File: src/rtl/obs_pkg.sv
// ----------------------------------------------------------------------------
// obs_pkg
// Shared types, phase codes, register map and thresholds for the obstacle
// bypass sequencer.
// ----------------------------------------------------------------------------
package obs_pkg;

  // Phase codes
  localparam logic [1:0] PH_IDLE   = 2'd0;
  localparam logic [1:0] PH_SWERVE = 2'd1;
  localparam logic [1:0] PH_BYPASS = 2'd2;
  localparam logic [1:0] PH_RETURN = 2'd3;

  // Register map (word index)
  localparam logic [2:0] REG_BYPASS_LEFT  = 3'd0;
  localparam logic [2:0] REG_SWERVE_ANGLE = 3'd1;
  localparam logic [2:0] REG_RETURN_ANGLE = 3'd2;
  localparam logic [2:0] REG_GAINS_SWERVE = 3'd3;
  localparam logic [2:0] REG_GAINS_BYPASS = 3'd4;
  localparam logic [2:0] REG_GAINS_STRGHT = 3'd5;

  // Field widths
  localparam int DIST_W   = 31;
  localparam int HEAD_W   = 17;
  localparam int COIL_W   = 16;
  localparam int TIME_W   = 32;
  localparam int ANGLE_W  = 7;
  localparam int OFFS_W   = 18;
  localparam int DELTA_W  = 19;
  localparam int GAIN_W   = 16;
  localparam int PPROD_W  = OFFS_W + GAIN_W + 1;
  localparam int DPROD_W  = DELTA_W + GAIN_W + 1;
  localparam int STEER_W  = 9;

  // Distance thresholds since the last phase mark
  localparam logic signed [31:0] DIST_SWERVE       = 32'sd60;
  localparam logic signed [31:0] DIST_BYPASS_LEFT  = 32'sd40;
  localparam logic signed [31:0] DIST_BYPASS_RIGHT = 32'sd30;
  localparam logic signed [31:0] DIST_EXIT         = 32'sd30;

  // Heading margin in Q.8 degrees
  localparam logic signed [OFFS_W-1:0] ANGLE_MARGIN_Q8 = 18'sd1280;

  // Exit conditions, bypass and return phases
  localparam logic signed [COIL_W-1:0] B_COIL_LOW   = 16'sd50;
  localparam logic signed [COIL_W-1:0] B_COIL_HIGH  = 16'sd200;
  localparam logic signed [OFFS_W-1:0] B_HEAD_LIMIT = 18'sd10240;
  localparam logic signed [COIL_W-1:0] R_COIL_LOW   = 16'sd35;
  localparam logic signed [COIL_W-1:0] R_COIL_HIGH  = 16'sd180;
  localparam logic signed [OFFS_W-1:0] R_HEAD_LIMIT = 18'sd7680;

  localparam logic [TIME_W-1:0] TIMEOUT_TICKS = 32'd40000;

  // Output scaling: steer = trunc(sum / 2^16 / GAIN_DIV), clamped
  localparam int STEER_LIMIT = 250;
  localparam int GAIN_DIV    = 10;
  localparam int RECIP_SHIFT = 16;
  localparam int RECIP       = (2**RECIP_SHIFT + GAIN_DIV - 1) / GAIN_DIV;
  localparam int CLAMP_RAW   = (STEER_LIMIT + 1) * GAIN_DIV;

  typedef struct packed {
    logic               bypass_left;
    logic [ANGLE_W-1:0] swerve_angle;
    logic [ANGLE_W-1:0] return_angle;
    logic [31:0]        gains_swerve;
    logic [31:0]        gains_bypass;
    logic [31:0]        gains_straighten;
  } obs_cfg_t;

  typedef struct packed {
    logic [1:0] phase;
    logic       active;
    logic       done;
    logic       stop;
  } obs_stat_t;

  typedef struct packed {
    logic signed [OFFS_W-1:0]  offset;
    logic signed [DELTA_W-1:0] delta;
    logic [GAIN_W-1:0]         p_gain;
    logic [GAIN_W-1:0]         d_gain;
  } obs_corr_t;

endpackage

File: src/rtl/obs_phase_ctrl.sv
// ----------------------------------------------------------------------------
// obs_phase_ctrl
// Phase machine and sequencer state: start, phase advance, exit, timeout
// and the heading error terms for the correction of one tick.
// ----------------------------------------------------------------------------
module obs_phase_ctrl
  import obs_pkg::*;
(
  input  logic                     clk_i,
  input  logic                     rst_ni,
  input  logic                     adv_i,
  input  obs_cfg_t                 cfg_i,
  input  logic                     start_request_i,
  input  logic [DIST_W-1:0]        travel_distance_i,
  input  logic signed [HEAD_W-1:0] heading_angle_i,
  input  logic signed [COIL_W-1:0] center_coil_i,
  input  logic [TIME_W-1:0]        time_ticks_i,
  output obs_stat_t                stat_o,
  output obs_corr_t                corr_o
);

  logic [1:0]               phase_q, phase_d;
  logic [DIST_W-1:0]        mark_q, mark_d;
  logic [TIME_W-1:0]        start_q, start_d;
  logic signed [OFFS_W-1:0] prev_q, prev_d;
  logic                     done_q, done_d;
  logic                     stop_q, stop_d;

  logic signed [OFFS_W-1:0]  head;
  logic signed [OFFS_W-1:0]  sw_lim;
  logic signed [OFFS_W-1:0]  rt_lim;
  logic signed [31:0]        since;
  logic                      exit_b;
  logic                      exit_r;
  logic                      turn_b;
  logic signed [7:0]         target;
  logic signed [OFFS_W-1:0]  offset;
  logic signed [DELTA_W-1:0] delta;
  logic [31:0]               gains;
  logic [TIME_W-1:0]         elapsed;

  assign head   = OFFS_W'(heading_angle_i);
  assign sw_lim = $signed({3'b0, cfg_i.swerve_angle, 8'b0}) - ANGLE_MARGIN_Q8;
  assign rt_lim = $signed({3'b0, cfg_i.return_angle, 8'b0}) - ANGLE_MARGIN_Q8;

  assign exit_b = (center_coil_i > B_COIL_LOW && head > -B_HEAD_LIMIT &&
                   head < B_HEAD_LIMIT) || center_coil_i > B_COIL_HIGH;
  assign exit_r = (center_coil_i > R_COIL_LOW && head > -R_HEAD_LIMIT &&
                   head < R_HEAD_LIMIT) || center_coil_i > R_COIL_HIGH;

  always_comb begin
    phase_d = phase_q;
    mark_d  = mark_q;
    start_d = start_q;
    prev_d  = prev_q;
    done_d  = done_q;
    stop_d  = stop_q;

    if (phase_d == PH_IDLE && start_request_i) begin
      phase_d = PH_SWERVE;
      mark_d  = travel_distance_i;
      start_d = time_ticks_i;
    end

    since  = $signed({1'b0, travel_distance_i}) - $signed({1'b0, mark_d});
    turn_b = cfg_i.bypass_left ? (since > DIST_BYPASS_LEFT && head < -rt_lim)
                               : (since > DIST_BYPASS_RIGHT && head > rt_lim);

    case (phase_d)
      PH_SWERVE: begin
        if (since > DIST_SWERVE &&
            (cfg_i.bypass_left ? head > sw_lim : head < -sw_lim)) begin
          phase_d = PH_BYPASS;
          mark_d  = travel_distance_i;
        end
      end
      PH_BYPASS: begin
        // a fresh mark leaves no distance for the exit check
        if (turn_b) begin
          phase_d = PH_RETURN;
          mark_d  = travel_distance_i;
        end else if (exit_b && since > DIST_EXIT) begin
          phase_d = PH_IDLE;
          mark_d  = travel_distance_i;
          start_d = '0;
          done_d  = 1'b1;
        end
      end
      PH_RETURN: begin
        if (exit_r && since > DIST_EXIT) begin
          phase_d = PH_IDLE;
          mark_d  = travel_distance_i;
          start_d = '0;
          done_d  = 1'b1;
        end
      end
      default: ;
    endcase

    case (phase_d)
      PH_SWERVE: begin
        target = cfg_i.bypass_left ? $signed({1'b0, cfg_i.swerve_angle})
                                   : -$signed({1'b0, cfg_i.swerve_angle});
        gains  = cfg_i.gains_swerve;
      end
      PH_BYPASS: begin
        target = cfg_i.bypass_left ? -$signed({1'b0, cfg_i.return_angle})
                                   : $signed({1'b0, cfg_i.return_angle});
        gains  = cfg_i.gains_bypass;
      end
      default: begin
        target = '0;
        gains  = cfg_i.gains_straighten;
      end
    endcase

    offset  = head - $signed({{2{target[7]}}, target, 8'b0});
    delta   = DELTA_W'(offset) - DELTA_W'(prev_q);
    elapsed = time_ticks_i - start_d;

    if (phase_d != PH_IDLE) begin
      prev_d = offset;
      if (elapsed >= TIMEOUT_TICKS) begin
        stop_d = 1'b1;
      end
    end
  end

  always_ff @(posedge clk_i or negedge rst_ni) begin
    if (!rst_ni) begin
      phase_q <= PH_IDLE;
      mark_q  <= '0;
      start_q <= '0;
      prev_q  <= '0;
      done_q  <= 1'b0;
      stop_q  <= 1'b0;
    end else if (adv_i) begin
      phase_q <= phase_d;
      mark_q  <= mark_d;
      start_q <= start_d;
      prev_q  <= prev_d;
      done_q  <= done_d;
      stop_q  <= stop_d;
    end
  end

  assign stat_o.phase  = phase_d;
  assign stat_o.active = (phase_d != PH_IDLE);
  assign stat_o.done   = done_d;
  assign stat_o.stop   = stop_d;

  assign corr_o.offset = offset;
  assign corr_o.delta  = delta;
  assign corr_o.p_gain = gains[31:16];
  assign corr_o.d_gain = gains[15:0];

  a_done_sticky : assert property (@(posedge clk_i) disable iff (!rst_ni)
    done_q |=> done_q) else $error("bypass_done dropped");

  a_stop_sticky : assert property (@(posedge clk_i) disable iff (!rst_ni)
    stop_q |=> stop_q) else $error("stop flag dropped");

  a_idle_exit : assert property (@(posedge clk_i) disable iff (!rst_ni)
    (phase_q == PH_IDLE) |=> (phase_q == PH_IDLE || phase_q == PH_SWERVE))
    else $error("idle left for a phase other than swerve");

  a_swerve_exit : assert property (@(posedge clk_i) disable iff (!rst_ni)
    (phase_q == PH_SWERVE) |=> (phase_q == PH_SWERVE || phase_q == PH_BYPASS))
    else $error("swerve left for a phase other than bypass");

endmodule

File: src/rtl/obs_steer_scale.sv
// ----------------------------------------------------------------------------
// obs_steer_scale
// Sums the P and D products, scales by 1/(2^16 * 10) with truncation toward
// zero and clamps to the steering limit; the output is zero while not active.
// ----------------------------------------------------------------------------
module obs_steer_scale
  import obs_pkg::*;
(
  input  logic                      active_i,
  input  logic signed [PPROD_W-1:0] p_prod_i,
  input  logic signed [DPROD_W-1:0] d_prod_i,
  output logic signed [STEER_W-1:0] steer_o
);

  localparam int SUM_W = DPROD_W + 1;
  localparam int RAW_W = SUM_W - RECIP_SHIFT;
  localparam int QIN_W = $clog2(CLAMP_RAW);
  localparam int RCP_W = $clog2(RECIP + 1);
  localparam int QP_W  = QIN_W + RCP_W;

  logic signed [SUM_W-1:0] sum;
  logic [SUM_W-1:0]        mag;
  logic [RAW_W-1:0]        raw;
  logic [QP_W-1:0]         qprod;
  logic [STEER_W-2:0]      quot;
  logic [STEER_W-1:0]      quot_ext;

  assign sum = SUM_W'(p_prod_i) + SUM_W'(d_prod_i);
  assign mag = sum[SUM_W-1] ? SUM_W'(-sum) : SUM_W'(sum);
  assign raw = mag[SUM_W-1:RECIP_SHIFT];

  // divide by ten through a reciprocal, exact below the clamp point
  assign qprod = QP_W'(raw[QIN_W-1:0]) * QP_W'(RECIP);

  always_comb begin
    if (raw >= RAW_W'(CLAMP_RAW)) begin
      quot = (STEER_W-1)'(STEER_LIMIT);
    end else begin
      quot = qprod[RECIP_SHIFT +: (STEER_W-1)];
    end
    quot_ext = {1'b0, quot};
    if (!active_i) begin
      steer_o = '0;
    end else if (sum[SUM_W-1]) begin
      steer_o = -$signed(quot_ext);
    end else begin
      steer_o = $signed(quot_ext);
    end
  end

endmodule

File: src/rtl/obstacle_bypass_sequencer.sv
// ----------------------------------------------------------------------------
// obstacle_bypass_sequencer
// Obstacle bypass phase sequencer with PD steering correction.
// ----------------------------------------------------------------------------
// One control tick goes in per transfer and one result comes out per tick, in
// order. The block takes a new tick every clock cycle while the result side
// keeps up; a tick passes through the input register, the product register and
// the result register in that order. The phase state is updated as a tick
// leaves the input register, so the next tick sees it at once. Registers must
// be written over the APB port only while no tick is in flight; the block
// itself does not enforce this. pready is always high.
module obstacle_bypass_sequencer
  import obs_pkg::*;
(
  input  logic                      clk_i,
  input  logic                      rst_ni,
  input  logic                      psel,
  input  logic                      penable,
  input  logic                      pwrite,
  input  logic [4:0]                paddr,
  input  logic [31:0]               pwdata,
  output logic [31:0]               prdata,
  output logic                      pready,
  input  logic                      in_valid_i,
  output logic                      in_ready_o,
  input  logic                      start_request_i,
  input  logic [DIST_W-1:0]         travel_distance_i,
  input  logic signed [HEAD_W-1:0]  heading_angle_i,
  input  logic signed [COIL_W-1:0]  center_coil_i,
  input  logic [TIME_W-1:0]         time_ticks_i,
  output logic                      out_valid_o,
  input  logic                      out_ready_i,
  output logic [1:0]                phase_o,
  output logic signed [STEER_W-1:0] steer_error_o,
  output logic                      bypass_done_o,
  output logic                      stop_car_o
);

  obs_cfg_t   cfg_q;
  logic [2:0] reg_idx;
  logic       cfg_wr;

  assign pready  = 1'b1;
  assign reg_idx = paddr[4:2];
  assign cfg_wr  = psel && penable && pwrite;

  always_ff @(posedge clk_i or negedge rst_ni) begin
    if (!rst_ni) begin
      cfg_q.bypass_left      <= 1'b1;
      cfg_q.swerve_angle     <= 7'd30;
      cfg_q.return_angle     <= 7'd30;
      cfg_q.gains_swerve     <= '0;
      cfg_q.gains_bypass     <= '0;
      cfg_q.gains_straighten <= '0;
    end else if (cfg_wr) begin
      case (reg_idx)
        REG_BYPASS_LEFT:  cfg_q.bypass_left      <= pwdata[0];
        REG_SWERVE_ANGLE: cfg_q.swerve_angle     <= pwdata[ANGLE_W-1:0];
        REG_RETURN_ANGLE: cfg_q.return_angle     <= pwdata[ANGLE_W-1:0];
        REG_GAINS_SWERVE: cfg_q.gains_swerve     <= pwdata;
        REG_GAINS_BYPASS: cfg_q.gains_bypass     <= pwdata;
        REG_GAINS_STRGHT: cfg_q.gains_straighten <= pwdata;
        default: ;
      endcase
    end
  end

  always_comb begin
    case (reg_idx)
      REG_BYPASS_LEFT:  prdata = {31'b0, cfg_q.bypass_left};
      REG_SWERVE_ANGLE: prdata = {25'b0, cfg_q.swerve_angle};
      REG_RETURN_ANGLE: prdata = {25'b0, cfg_q.return_angle};
      REG_GAINS_SWERVE: prdata = cfg_q.gains_swerve;
      REG_GAINS_BYPASS: prdata = cfg_q.gains_bypass;
      REG_GAINS_STRGHT: prdata = cfg_q.gains_straighten;
      default:          prdata = '0;
    endcase
  end

  // Pipeline handshake: each stage advances when the one after it has room
  logic in_v_q, prod_v_q, out_v_q;
  logic in_rdy, prod_rdy, out_rdy;
  logic adv;

  assign out_rdy    = !out_v_q || out_ready_i;
  assign prod_rdy   = !prod_v_q || out_rdy;
  assign in_rdy     = !in_v_q || prod_rdy;
  assign in_ready_o = in_rdy;
  assign adv        = in_v_q && prod_rdy;

  always_ff @(posedge clk_i or negedge rst_ni) begin
    if (!rst_ni) begin
      in_v_q   <= 1'b0;
      prod_v_q <= 1'b0;
      out_v_q  <= 1'b0;
    end else begin
      if (in_rdy) begin
        in_v_q <= in_valid_i;
      end
      if (prod_rdy) begin
        prod_v_q <= in_v_q;
      end
      if (out_rdy) begin
        out_v_q <= prod_v_q;
      end
    end
  end

  // Input register
  logic                     start_q;
  logic [DIST_W-1:0]        dist_q;
  logic signed [HEAD_W-1:0] head_q;
  logic signed [COIL_W-1:0] coil_q;
  logic [TIME_W-1:0]        time_q;

  always_ff @(posedge clk_i) begin
    if (in_valid_i && in_rdy) begin
      start_q <= start_request_i;
      dist_q  <= travel_distance_i;
      head_q  <= heading_angle_i;
      coil_q  <= center_coil_i;
      time_q  <= time_ticks_i;
    end
  end

  obs_stat_t stat;
  obs_corr_t corr;

  obs_phase_ctrl u_phase_ctrl (
    .clk_i             (clk_i),
    .rst_ni            (rst_ni),
    .adv_i             (adv),
    .cfg_i             (cfg_q),
    .start_request_i   (start_q),
    .travel_distance_i (dist_q),
    .heading_angle_i   (head_q),
    .center_coil_i     (coil_q),
    .time_ticks_i      (time_q),
    .stat_o            (stat),
    .corr_o            (corr)
  );

  // Product register
  obs_stat_t                 stat_q;
  logic signed [PPROD_W-1:0] p_prod_q;
  logic signed [DPROD_W-1:0] d_prod_q;

  always_ff @(posedge clk_i) begin
    if (adv) begin
      stat_q   <= stat;
      p_prod_q <= PPROD_W'(corr.offset) * $signed({1'b0, corr.p_gain});
      d_prod_q <= DPROD_W'(corr.delta) * $signed({1'b0, corr.d_gain});
    end
  end

  logic signed [STEER_W-1:0] steer;

  obs_steer_scale u_steer_scale (
    .active_i (stat_q.active),
    .p_prod_i (p_prod_q),
    .d_prod_i (d_prod_q),
    .steer_o  (steer)
  );

  // Result register
  logic [1:0]                phase_q;
  logic signed [STEER_W-1:0] steer_q;
  logic                      done_q;
  logic                      stop_q;

  always_ff @(posedge clk_i) begin
    if (prod_v_q && out_rdy) begin
      phase_q <= stat_q.phase;
      steer_q <= steer;
      done_q  <= stat_q.done;
      stop_q  <= stat_q.stop;
    end
  end

  assign out_valid_o   = out_v_q;
  assign phase_o       = phase_q;
  assign steer_error_o = steer_q;
  assign bypass_done_o = done_q;
  assign stop_car_o    = stop_q;

  a_steer_range : assert property (@(posedge clk_i) disable iff (!rst_ni)
    out_valid_o |-> (steer_error_o <= 9'sd250 && steer_error_o >= -9'sd250))
    else $error("steering correction outside the limit");

  a_idle_zero : assert property (@(posedge clk_i) disable iff (!rst_ni)
    (out_valid_o && phase_o == PH_IDLE) |-> (steer_error_o == '0))
    else $error("nonzero correction in idle");

endmodule

File: config.mk
export PLATFORM = sky130hd
export DESIGN_NAME = obstacle_bypass_sequencer
export DESIGN_NICKNAME = d
export VERILOG_FILES = /design/src/rtl/obs_pkg.sv /design/src/rtl/obs_phase_ctrl.sv /design/src/rtl/obs_steer_scale.sv /design/src/rtl/obstacle_bypass_sequencer.sv
export SDC_FILE = /design/constraint.sdc
export NUM_CORES = 2
export LEC_CHECK = 0
export BUFFER_PORTS_ARGS = -buffer_cell sky130_fd_sc_hd__buf_2
export CORE_MARGIN = 2
export CORE_UTILIZATION = 30
export DETAILED_ROUTE_END_ITERATION = 10
export GPL_ROUTABILITY_DRIVEN = 0
export REMOVE_ABC_BUFFERS = 1
export SETUP_SLACK_MARGIN = 0.1
export SYNTH_ARGS = -nofsm -noshare
export SYNTH_HDL_FRONTEND = slang
export SYNTH_SLANG_ARGS = --single-unit
File: constraint.sdc
create_clock -name clk_i -period 19.6 [get_ports clk_i]
set_input_delay 3.92 -clock clk_i [delete_from_list [all_inputs] [get_ports clk_i]]
set_output_delay 3.92 -clock clk_i [all_outputs]
set_load 0.01 [all_outputs]
==> impl_metrics.yaml <==
timing:
  hold_viol: 0
  rsz0062_at_grt: "no"
  fin_ws_ps: 2710
  clock_skew_ps: 63.8
  fin_setup_tns_ps: 0
  maxSlewHeadroom_pct: 23.6
  fmax_mhz: 59.2
  setup_viol: 0
  drv_slew: 0
  period_minus_slack_ps: 16890
  worst_slew_pin_slew_ps: 1150
  finalCritPeriodShare_pct: 86.2
global_routing:
  grt_pass1_wl_mm: 211
  grt_pass1_vias: 38300
  grt.overflow.total: 0
  grt_max_degree: 83
  track_usage_pct: 15.5
  antenna_found_initial: 17
route:
  drc: 0
  wire_per_inst_um: 17.0
  first_pass_iters: 6
  drtIter0Drc: 2527
  final_antenna_net_count: 0
  vias_per_cell: 4.87
  routed-via-count: 37000
  wl_mm: 129
logic_synthesis:
  synthFlopType: "dfrtp_1"
  synth_edf_count: 186
  synth_cells: 5243
  synth.avg_cell_area_um2: 9.45
  synth-seq-area-share_pct: 21.3
  ys_warn_count: 0
  ys_seq_elements: 385
  synth_area_um2: 49600
  postSynth.asyncResetShare_pct: 51.7
  synth_cell_types: 106
floorplanning:
  io_pins: 189
  die_area_um2: 168000
  rows: 149
  die_h_um: 410
  coreArea_um2: 164000
  start_util_pct: 30.1
  die_w_um: 410
clock_tree:
  cts_sinks: 385
  cts_hold_buf: 0
  h-tree-depth: 2
  clk_latency_ps: 660
  cts_resized: 0
  cts_tree: "built"
  cts_root_buf: "clkbuf_16"
  clk_pin_slew_worst_paths_ps: 70
  postCtsSetupBuffers: 0
  clockBufferDepth: 3
  cts_made_buffers: 47
layout:
  mostFrequentLayoutCells: "inv_1 (862), fa_1 (636), nand2_1 (598)"
  fillers: 16900
  areaGrowthSynthToFinish_pct: 10.2
  final_common_cell: "inv_1"
  final-seq-area_um2: 10600
  multiInputGateArea_um2: 35000
  drive_above_1_share_pct: 10.4
  nets: 6581
placed_design:
  dp_hpwl_mm: 101
  io_buffer_count: 185
  post-place-ws_ps: 2840
run_status:
  outcome: "completed"
critical_path:
  crit_top_cell: "fa_1"
  arrival_ps: 17290
  criticalPathCategory: "reg2reg"
  critPathSlowestCell: "buf_4"
  start_kind: "flop"
  required_ps: 20000
  slowest_delay_ps: 650
  cp_max_fo: 82
  cp-end-kind: "flop"
hold_path:
  worstHoldPathType: "reg2reg"
flow_run:
  cap_violations: 0
-- metal layers --
layer | global-route usage [%] | up-vias | part of all wire [%]
met4 | 3.82 | 14 | 2.4
met1 | 21.1 | 18500 | 46
met3 | 2.04 | 190 | 4.6
li1 | - | 17500 | -
met2 | 25.9 | 821 | 47
met5 | 0 | - | 0.064
-- logic make-up (layout without fill, tap and decap cells) --
| logic type | Yosys count | after routing | share of synthesized area, % |
|---|---|---|---|
| compound gates | 905 | 905 | 12.3 |
| xor+xnor | 206 | 206 | 3.64 |
| fa+ha+maj | 1078 | 1078 | 36.8 |
| buf+inv | 1047 | 1212 | 8.07 |
| flops | 385 | 385 | 21.3 |
| mux | 182 | 182 | 4.27 |
| other cells | 1 | 4 | 0.00757 |
| simple gates | 1439 | 1439 | 13.5 |
-- sequential cells by signal, summed over array words and instances, names as in the netlist, 2 cells and up --
name and flops:
cfg_q 111, coil_q 16, d_prod_q 36, dist_q 31, head_q 17, p_prod_q 35, phase_o 2, stat_q 5
steer_error_o 9, time_q 32, u_phase_ctrl.mark_q 31, u_phase_ctrl.phase_q 2, u_phase_ctrl.prev_q 18, u_phase_ctrl.start_q 32
-- cell type report --
type	count	share of cell area, %
multi-input cells	3811	64.2
flip-flops and latches	385	19.4
inverters	865	5.95
well taps	2189	5.02
repair buffers	259	2.73
clock buffers	66	2.38
clock inverters	22	0.371
diodes	3	0.0138
-- through the flow --
| stage | instances | utilization [%] | cell area, um2 | hold WS (ps) |
|---|---|---|---|---|
| after floorplan | 5061 | - | 48800 | 400 |
| after global placement | 7509 | 32.3 | 53100 | 406 |
| after detailed placement | 7509 | 32.3 | 53100 | 409 |
| after CTS | 7597 | 33.2 | 54600 | 423 |
| after global routing | 7599 | 33.2 | 54600 | 445 |
| final | 7600 | 33.2 | 54600 | 419 |
-- synth_stat cells (10+ instances only) --
cell / instances / area share (%)
mux2_4: 29 / 0.88
or3_1: 23 / 0.29
o2111ai_1: 18 / 0.32
a31oi_1: 25 / 0.32
o21a_1: 40 / 0.61
mux2_2: 118 / 2.7
mux2i_1: 33 / 0.67
buf_1: 18 / 0.14
a22o_1: 11 / 0.19
a21oi_1: 206 / 2.1
a21o_1: 103 / 1.6
a31o_2: 11 / 0.19
or2_2: 23 / 0.29
o21ai_0: 188 / 1.9
nand4_1: 16 / 0.20
nor3_1: 52 / 0.53
nor3b_1: 15 / 0.23
nand2b_1: 51 / 0.64
xor2_1: 52 / 0.92
o21bai_1: 25 / 0.38
nor2_1: 324 / 2.5
nand3_1: 57 / 0.58
o211ai_1: 19 / 0.29
or4_1: 10 / 0.15
ha_1: 435 / 11
inv_1: 863 / 6.5
nand2_1: 599 / 4.5
fa_1: 636 / 26
nor4_1: 15 / 0.19
o21ai_1: 10 / 0.10
and3_1: 34 / 0.43
a21boi_0: 16 / 0.24
o31ai_1: 17 / 0.26
and2_1: 90 / 1.1
edfxtp_1: 186 / 11
a211o_1: 14 / 0.25
nor2b_1: 94 / 1.2
a22oi_1: 62 / 0.94
clkbuf_1: 146 / 1.1
dfrtp_1: 190 / 9.6
a211oi_1: 21 / 0.32
xnor2_1: 154 / 2.7
-- critical path, delay by kind of cell, from the launching register on --
kind / cells / cell delay, ps
DFF: 1 / 590
buffers and inverters: 9 / 2420
AOI/OAI and AO/OA: 19 / 4030
xor gates and xnor gates: 3 / 1080
adders and majority gates: 13 / 5120
and+or+nand+nor: 15 / 3390
-- final timing paths --
check | from | to | slack, ps | cells after the start
min | stat_q[4] | phase_o[1] | 420 | 0
min in group asynchronous | rst_ni | u_phase_ctrl.mark_q[17] | 3200 | 1
max | u_phase_ctrl.phase_q[1] | d_prod_q[33] | 2710 | 59
max reg2reg | u_phase_ctrl.phase_q[1] | d_prod_q[33] | 2710 | 59
min reg2reg | stat_q[4] | phase_o[1] | 420 | 0
max in group asynchronous | rst_ni | cfg_q[77] | 14910 | 2
Power is left out: the tool's default activity adds up to more than one toggle a clock period on the data nets, which glitch-free logic cannot reach.
